==> src/hdl/swm_pkg.sv <==
// Shared package of the sliding-window median filter.
// Holds default sizes, register constants and the controller/datapath link types.
package swm_pkg;

	localparam int MAX_WINDOW_DEF   = 32;
	localparam int SAMPLE_WIDTH_DEF = 16;
	localparam int CFG_WIDTH        = 6;
	localparam logic [CFG_WIDTH-1:0] WINDOW_LENGTH_RESET = 6'd5;

	typedef struct packed {
		logic accept;
		logic sort_step;
		logic shift_step;
		logic emit;
	} swm_cmd_t;

	typedef struct packed {
		logic need_result;
		logic sort_last;
		logic shift_done;
	} swm_sts_t;

endpackage

==> src/hdl/swm_ctrl.sv <==
// Controller of the sliding-window median filter.
// Sequences accept, sort, select and output steps; uses swm_pkg.
module swm_ctrl (
	input  logic            clk,
	input  logic            arst_n,
	input  logic            in_valid,
	output logic            in_ready,
	output logic            out_valid,
	input  logic            out_ready,
	output swm_pkg::swm_cmd_t cmd,
	input  swm_pkg::swm_sts_t sts
);

	typedef enum logic [1:0] {
		ST_IDLE,
		ST_SORT,
		ST_SHIFT,
		ST_EMIT
	} state_t;

	state_t state_q;
	logic   out_valid_q;
	logic   out_free;

	assign out_free  = !out_valid_q || out_ready;
	assign in_ready  = (state_q == ST_IDLE);
	assign out_valid = out_valid_q;

	always_comb begin
		cmd            = '0;
		cmd.accept     = (state_q == ST_IDLE) && in_valid;
		cmd.sort_step  = (state_q == ST_SORT);
		cmd.shift_step = (state_q == ST_SHIFT) && !sts.shift_done;
		cmd.emit       = (state_q == ST_EMIT) && out_free;
	end

	always_ff @(posedge clk or negedge arst_n) begin
		if (!arst_n) begin
			state_q     <= ST_IDLE;
			out_valid_q <= 1'b0;
		end else begin
			if (cmd.emit) begin
				out_valid_q <= 1'b1;
			end else if (out_ready) begin
				out_valid_q <= 1'b0;
			end
			unique case (state_q)
				ST_IDLE: begin
					if (in_valid && sts.need_result) begin
						state_q <= ST_SORT;
					end
				end
				ST_SORT: begin
					if (sts.sort_last) begin
						state_q <= ST_SHIFT;
					end
				end
				ST_SHIFT: begin
					if (sts.shift_done) begin
						state_q <= ST_EMIT;
					end
				end
				ST_EMIT: begin
					if (out_free) begin
						state_q <= ST_IDLE;
					end
				end
				default: begin
					state_q <= ST_IDLE;
				end
			endcase
		end
	end

endmodule

==> src/hdl/swm_datapath.sv <==
// Datapath of the sliding-window median filter: window shift line, sorting cells,
// fill and step counters, window length register and result register; uses swm_pkg.
module swm_datapath #(
	parameter int MAX_WINDOW   = swm_pkg::MAX_WINDOW_DEF,
	parameter int SAMPLE_WIDTH = swm_pkg::SAMPLE_WIDTH_DEF
) (
	input  logic                            clk,
	input  logic                            arst_n,
	input  logic                            cfg_we,
	input  logic [swm_pkg::CFG_WIDTH-1:0]   cfg_wdata,
	input  logic signed [SAMPLE_WIDTH-1:0]  sample,
	input  logic                            eor,
	input  swm_pkg::swm_cmd_t               cmd,
	output swm_pkg::swm_sts_t               sts,
	output logic signed [SAMPLE_WIDTH:0]    median,
	output logic                            last
);

	localparam int KW  = $clog2(MAX_WINDOW + 1);
	localparam int HI1 = (MAX_WINDOW > 1) ? 1 : 0;

	logic signed [SAMPLE_WIDTH-1:0] win_q [MAX_WINDOW];
	logic signed [SAMPLE_WIDTH-1:0] win_nxt [MAX_WINDOW];
	logic signed [SAMPLE_WIDTH-1:0] srt_q [MAX_WINDOW];
	logic signed [SAMPLE_WIDTH-1:0] srt_sort [MAX_WINDOW];
	logic [swm_pkg::CFG_WIDTH-1:0]  wl_q;
	logic [KW-1:0]                  fill_q;
	logic [KW-1:0]                  fill_inc;
	logic [KW-1:0]                  cnt_q;
	logic [KW-1:0]                  eff_k;
	logic [KW-1:0]                  half_k;
	logic                           eor_q;
	logic signed [SAMPLE_WIDTH:0]   median_q;
	logic                           last_q;
	logic signed [SAMPLE_WIDTH:0]   med_lo;
	logic signed [SAMPLE_WIDTH:0]   med_hi;

	always_comb begin
		if (wl_q == '0) begin
			eff_k = KW'(1);
		end else if (32'(wl_q) > MAX_WINDOW) begin
			eff_k = KW'(MAX_WINDOW);
		end else begin
			eff_k = KW'(wl_q);
		end
	end

	assign half_k   = (eff_k - KW'(1)) >> 1;
	assign fill_inc = (fill_q == KW'(MAX_WINDOW)) ? fill_q : fill_q + KW'(1);

	assign sts.need_result = (fill_inc >= eff_k);
	assign sts.sort_last   = (cnt_q == eff_k - KW'(1));
	assign sts.shift_done  = (cnt_q == half_k);

	always_comb begin
		win_nxt[0] = sample;
		for (int i = 1; i < MAX_WINDOW; i++) begin
			win_nxt[i] = win_q[i-1];
		end
	end

	// One pass of odd-even transposition over the first k cells.
	always_comb begin
		for (int i = 0; i < MAX_WINDOW; i++) begin
			srt_sort[i] = srt_q[i];
		end
		for (int j = 0; j < MAX_WINDOW - 1; j++) begin
			if ((j % 2) == int'(cnt_q[0]) && (j + 1) < int'(eff_k)) begin
				if (srt_q[j] > srt_q[j+1]) begin
					srt_sort[j]   = srt_q[j+1];
					srt_sort[j+1] = srt_q[j];
				end
			end
		end
	end

	assign med_lo = {srt_q[0][SAMPLE_WIDTH-1], srt_q[0]};
	assign med_hi = {srt_q[HI1][SAMPLE_WIDTH-1], srt_q[HI1]};

	always_ff @(posedge clk or negedge arst_n) begin
		if (!arst_n) begin
			wl_q   <= swm_pkg::WINDOW_LENGTH_RESET;
			fill_q <= '0;
			cnt_q  <= '0;
		end else begin
			if (cfg_we) begin
				wl_q <= cfg_wdata;
			end
			if (cmd.accept) begin
				fill_q <= eor ? '0 : fill_inc;
				cnt_q  <= '0;
			end else if (cmd.sort_step) begin
				cnt_q <= sts.sort_last ? '0 : cnt_q + KW'(1);
			end else if (cmd.shift_step) begin
				cnt_q <= cnt_q + KW'(1);
			end
		end
	end

	always_ff @(posedge clk) begin
		if (cmd.accept) begin
			for (int i = 0; i < MAX_WINDOW; i++) begin
				win_q[i] <= win_nxt[i];
				srt_q[i] <= win_nxt[i];
			end
			eor_q <= eor;
		end else if (cmd.sort_step) begin
			for (int i = 0; i < MAX_WINDOW; i++) begin
				srt_q[i] <= srt_sort[i];
			end
		end else if (cmd.shift_step) begin
			for (int i = 0; i < MAX_WINDOW - 1; i++) begin
				srt_q[i] <= srt_q[i+1];
			end
		end
		if (cmd.emit) begin
			median_q <= eff_k[0] ? (med_lo <<< 1) : (med_lo + med_hi);
			last_q   <= eor_q;
		end
	end

	assign median = median_q;
	assign last   = last_q;

endmodule

==> src/hdl/sliding_window_median.sv <==
// Top level of the sliding-window median filter.
// Joins swm_ctrl and swm_datapath; uses swm_pkg.
//
// Samples arrive on the s_ stream channel, one signed sample per transaction,
// with s_tlast marking the last sample of a record. Once k samples of the
// record are held (k from window_length, zero read as one, values above
// MAX_WINDOW read as MAX_WINDOW), each sample yields one transaction on the
// m_ channel carrying twice the median of the last k samples; m_tlast copies
// the s_tlast of the sample that produced it. After a sample with s_tlast
// the window is empty again.
// A sample that yields no result is taken while the block stays idle. A sample
// that yields a result holds off the next sample until it has passed through
// the accepting step, k passes of the odd-even transposition sorting cells,
// (k-1)/2 shifts that bring the middle value to the front plus one step that
// ends them, and the load of the output register once it is free. The output register
// decouples the sides: a waiting result does not block the next sample, but a
// further result waits in the controller until the receiver takes the previous one.
// Reset clears the window fill, the output valid and sets window_length to 5.
// The user writes window_length with window_length_we only while the block is idle; the block does not enforce it.
module sliding_window_median #(
	parameter int MAX_WINDOW   = swm_pkg::MAX_WINDOW_DEF,
	parameter int SAMPLE_WIDTH = swm_pkg::SAMPLE_WIDTH_DEF
) (
	input  logic                                    clk,
	input  logic                                    arst_n,
	input  logic                                    window_length_we,
	input  logic [swm_pkg::CFG_WIDTH-1:0]           window_length,
	input  logic                                    s_tvalid,
	output logic                                    s_tready,
	input  logic [((SAMPLE_WIDTH+7)/8)*8-1:0]       s_tdata,  // sample
	input  logic                                    s_tlast,  // end_of_record
	output logic                                    m_tvalid,
	input  logic                                    m_tready,
	output logic [((SAMPLE_WIDTH+8)/8)*8-1:0]       m_tdata,  // median_half_units
	output logic                                    m_tlast   // last_of_record
);

	localparam int OW = ((SAMPLE_WIDTH + 8) / 8) * 8;

	swm_pkg::swm_cmd_t            cmd;
	swm_pkg::swm_sts_t            sts;
	logic signed [SAMPLE_WIDTH:0] median;

	swm_ctrl u_ctrl (
		.clk       (clk),
		.arst_n    (arst_n),
		.in_valid  (s_tvalid),
		.in_ready  (s_tready),
		.out_valid (m_tvalid),
		.out_ready (m_tready),
		.cmd       (cmd),
		.sts       (sts)
	);

	swm_datapath #(
		.MAX_WINDOW   (MAX_WINDOW),
		.SAMPLE_WIDTH (SAMPLE_WIDTH)
	) u_datapath (
		.clk       (clk),
		.arst_n    (arst_n),
		.cfg_we    (window_length_we),
		.cfg_wdata (window_length),
		.sample    (s_tdata[SAMPLE_WIDTH-1:0]),
		.eor       (s_tlast),
		.cmd       (cmd),
		.sts       (sts),
		.median    (median),
		.last      (m_tlast)
	);

	assign m_tdata = OW'(unsigned'(median));

	a_no_result_free: assert property (@(posedge clk) disable iff (!arst_n)
		(s_tvalid && s_tready && !sts.need_result) |=> s_tready)
		else $error("input held off after a sample without result");

	a_result_busy: assert property (@(posedge clk) disable iff (!arst_n)
		(s_tvalid && s_tready && sts.need_result) |=> !s_tready)
		else $error("input taken while a result is being computed");

	a_emit_after_sort: assert property (@(posedge clk) disable iff (!arst_n)
		cmd.emit |-> !cmd.accept && !cmd.sort_step && !cmd.shift_step)
		else $error("result emitted alongside another datapath step");

endmodule
==> config.mk <==
export PLATFORM = sky130hd
export DESIGN_NAME = sliding_window_median
export DESIGN_NICKNAME = d
export VERILOG_FILES = /design/src/hdl/swm_pkg.sv /design/src/hdl/swm_ctrl.sv /design/src/hdl/swm_datapath.sv /design/src/hdl/sliding_window_median.sv
export SDC_FILE = /design/constraint.sdc
export NUM_CORES = 2
export LEC_CHECK = 0
export BUFFER_PORTS_ARGS = -buffer_cell sky130_fd_sc_hd__buf_2
export CORE_AREA = 2 2 310 312
export CTS_CLUSTER_SIZE = 28
export DETAILED_ROUTE_END_ITERATION = 10
export DIE_AREA = 0 0 312 314
export HOLD_SLACK_MARGIN = 0.08
export PLACE_DENSITY = 0.77
export SLEW_MARGIN = 10
export SYNTH_ARGS = -nofsm -noshare
export SYNTH_HDL_FRONTEND = slang
export SYNTH_SLANG_ARGS = --single-unit
==> constraint.sdc <==
create_clock -name clk -period 20.8 [get_ports clk]
set_clock_uncertainty 0.1 [all_clocks]
set_input_delay 1.04 -clock clk [delete_from_list [all_inputs] [get_ports clk]]
set_output_delay 1.04 -clock clk [all_outputs]
set_load 0.02 [all_outputs]
==> results.sh <==
export IMPL_core_sq_mm=0.0944
export IMPL_use_met2=0.494
export IMPL_period_needed_ns=5.84
export IMPL_htreeDepth=3
export IMPL_setup_viol=0
export IMPL_post_route_period_util=0.281
export IMPL_grt_pass1_wl_um=244000
export IMPL_report_final_slew_viol_count=0
export IMPL_grtUsageTotal=0.310
export IMPL_cts_hold_fix_buffers=0
export IMPL_startpoint_type="register"
export IMPL_min_path_type="in -> async"
export IMPL_fin_cells=6680
export IMPL_grtUsageMet3=0.0460
export IMPL_route_detailed_drc=0
export IMPL_status="complete, no violations"
export IMPL_die_h_um=314
export IMPL_finalSetupTns_ns=0
export IMPL_std_cell_rows=113
export IMPL_synth_cell_area_sq_mm=0.0600
export IMPL_die_area_sq_mm=0.0980
export IMPL_grt_overflow=0
export IMPL_cts_setup_buffers=0
export IMPL_fillers=6950
export IMPL_grt_max_degree=215
export IMPL_post_drt_wl_per_cell_um=22.9
export IMPL_crit_start="u_datapath.wl_q[3]"
export IMPL_tightest_slew_ns=1.29
export IMPL_ys_seq_area_frac=0.523
export IMPL_critPathRequiredTime_ns=21.00
export IMPL_grt_util_met1=0.445
export IMPL_dp_slack_ns=14.84
export IMPL_synth_seq_cells=1048
export IMPL_cts_buffer_depth=3
export IMPL_cts_buffers=111
export IMPL_synth_edf_count=1027
export IMPL_relSlewSlack=0.139
export IMPL_ios=55
export IMPL_routabilityCongestion=0.902
export IMPL_clk_latency_ns=0.72
export IMPL_routed_wl_um=153000
export IMPL_syn_area_per_cell_sq_um=11.2
export IMPL_antenna_found_initial=4
export IMPL_async_flop_share=0.0200
export IMPL_hpwl_um=106000
export IMPL_synthDistinctLibCells=85
export IMPL_syn_instance_count=5368
export IMPL_maxCapViolations=0
export IMPL_rsz0062_at_grt="false"
export IMPL_busiest_layer="met2"
export IMPL_cts_sinks=1048
export IMPL_vias=44100
export IMPL_initial_utilization=0.635
export IMPL_fin_ws_ns=14.96
export IMPL_ys_warn_count=0
export IMPL_clk_pin_slew_worst_paths_ns=0.06
export IMPL_cts_root_buf="clkbuf_16"
export IMPL_syn_to_final_growth_pct=7.88
export IMPL_grt_pass1_vias=43000
export IMPL_dr_pass1_iters=9
export IMPL_crit_fanout=77
export IMPL_cts_tree="built"
export IMPL_io_buffers=47
export IMPL_post_cts_resized=0
export IMPL_fmax_mhz=171
export IMPL_dp_cells=6479
export IMPL_via_per_inst=6.61
export IMPL_synthFlopType="edfxtp_1"
export IMPL_r2r_start="u_datapath.wl_q[3]"
export IMPL_end_kind="register"
export IMPL_crit_type="reg -> reg"
export IMPL_drive_above_1_share=0.0647
export IMPL_die_w_um=312
export IMPL_finalHoldViolCount=0
export IMPL_cp_arrival_ns=6.04
export IMPL_nets=5885
export IMPL_ant_nets=0
export IMPL_drt_iter0_drc=5231
[layout make-up]
type	count	area, sq um	area share
antenna	2	5.00	0.0000773
clock buffer	144	2920	0.0451
clock inverter	55	453	0.00700
inverter	560	2120	0.0328
multi-input combinational	3500	25600	0.395
sequential	1048	31400	0.485
tap	1265	1580	0.0244
timing repair buffer	106	703	0.0109
[layout by cell type, fill, tap and decap left out, types with 32 or more instances in the layout]
master        n
a211oi_1     58
nor2b_1      40
inv_1       556
nand4_1      63
mux2i_1     321
nor2_1      318
o21ai_0     170
a22oi_1      58
nor3_1       78
a221o_1      55
nand2b_1     37
o211ai_1    128
o221ai_1     84
clkbuf_16   111
o22ai_1      48
o221a_2      34
a21o_1       87
a221oi_1     42
nand2_1     416
and3_1       32
a21oi_1     333
buf_4        57
o311ai_0     33
buf_2        47
a31oi_1      43
ha_1        528
edfxtp_1   1027
nand3_1     171
[metrics by stage]
step	utilization	hold slack, ns	area (sq um)
after floorplan	-	0.300	60000
after global routing	0.685	0.211	64700
final	0.685	0.198	64700
after detailed placement	0.650	0.306	61300
after global placement	0.650	0.301	61300
after CTS	0.685	0.181	64700
[metal layers]
metal  wire length [um]  vias to the layer above
li1                   -                    20200
met1              65600                    21600
met2              71200                     1995
met3              12200                      290
met4               4160                        6
met5                 43                        -
[cells by family after synthesis]
kind of cell	synth area share
other	0.0000625
AND/OR/NAND/NOR	0.0956
XOR/XNOR	0.00432
adder cells (fa/ha/maj)	0.111
AO/OA/AOI/OAI	0.158
multiplexers	0.0545
buffers and inverters	0.0544
flip-flops	0.523
[final timing paths]
kind,to,slack [ns],cells after the start
max in group asynchronous,u_datapath.wl_q[2],20.03,1
worst max-delay path,u_datapath.srt_q[1][42],14.96,13
worst max register to register,u_datapath.srt_q[1][42],14.96,13
min in group clk,u_datapath.last,0.32,0
worst min-delay path,u_datapath.cnt_q[2],0.20,1
worst min register to register,u_datapath.last,0.32,0
[Yosys cell counts, types with 10 or more instances]
cell type | instances | area (sq um)
inv_1 | 559 | 2100
a2111oi_0 | 14 | 123
a221oi_1 | 42 | 368
a21o_1 | 87 | 653
a221o_1 | 55 | 551
a32o_1 | 16 | 160
xnor2_1 | 22 | 193
nand4_1 | 63 | 394
and4_1 | 16 | 140
a21oi_1 | 334 | 1670
nor3_1 | 80 | 400
or3_1 | 17 | 106
a31oi_1 | 47 | 294
o221a_2 | 34 | 383
nor4_1 | 10 | 62.6
o21ai_0 | 171 | 856
o31ai_1 | 11 | 82.6
o311ai_0 | 33 | 289
nor2b_1 | 40 | 250
dfrtp_1 | 19 | 475
edfxtp_1 | 1027 | 30800
o211ai_1 | 128 | 961
buf_4 | 15 | 113
o22ai_1 | 48 | 300
buf_1 | 15 | 56.3
a211oi_1 | 59 | 443
o21ai_1 | 22 | 110
buf_2 | 65 | 325
nor2_1 | 323 | 1210
o2111ai_1 | 26 | 228
and3_1 | 32 | 200
clkbuf_1 | 167 | 627
a22oi_1 | 58 | 435
nand2_1 | 417 | 1570
nand2b_1 | 37 | 231
o21a_1 | 31 | 233
mux2i_1 | 321 | 3210
nand3_1 | 171 | 856
ha_1 | 529 | 6620
o221ai_1 | 84 | 736
[worst max-delay path, cell delays in order (launching register included)]
cell and delay, ns:
dfrtp_1 0.65, nor4_1 0.37, o21ai_1 0.10, buf_4 0.20
ha_1 0.28, nand4bb_1 0.12, a21oi_1 0.10, nor3_1 0.32
o41a_1 0.52, nor3_2 0.07, buf_4 0.23, inv_8 0.41
buf_4 0.90, buf_4 0.97
[flip-flops by register name (all words and copies together), names as in the netlist]
register,count
u_ctrl.out_valid,1
u_ctrl.state_q,2
u_datapath.cnt_q,6
u_datapath.eor_q,1
u_datapath.fill_q,6
u_datapath.last,1
u_datapath.median,17
u_datapath.srt_q,512
u_datapath.win_q,496
u_datapath.wl_q,6
Power is not shown: default switching activity piles up to over one toggle a cycle in this logic, so the estimate is an artifact.
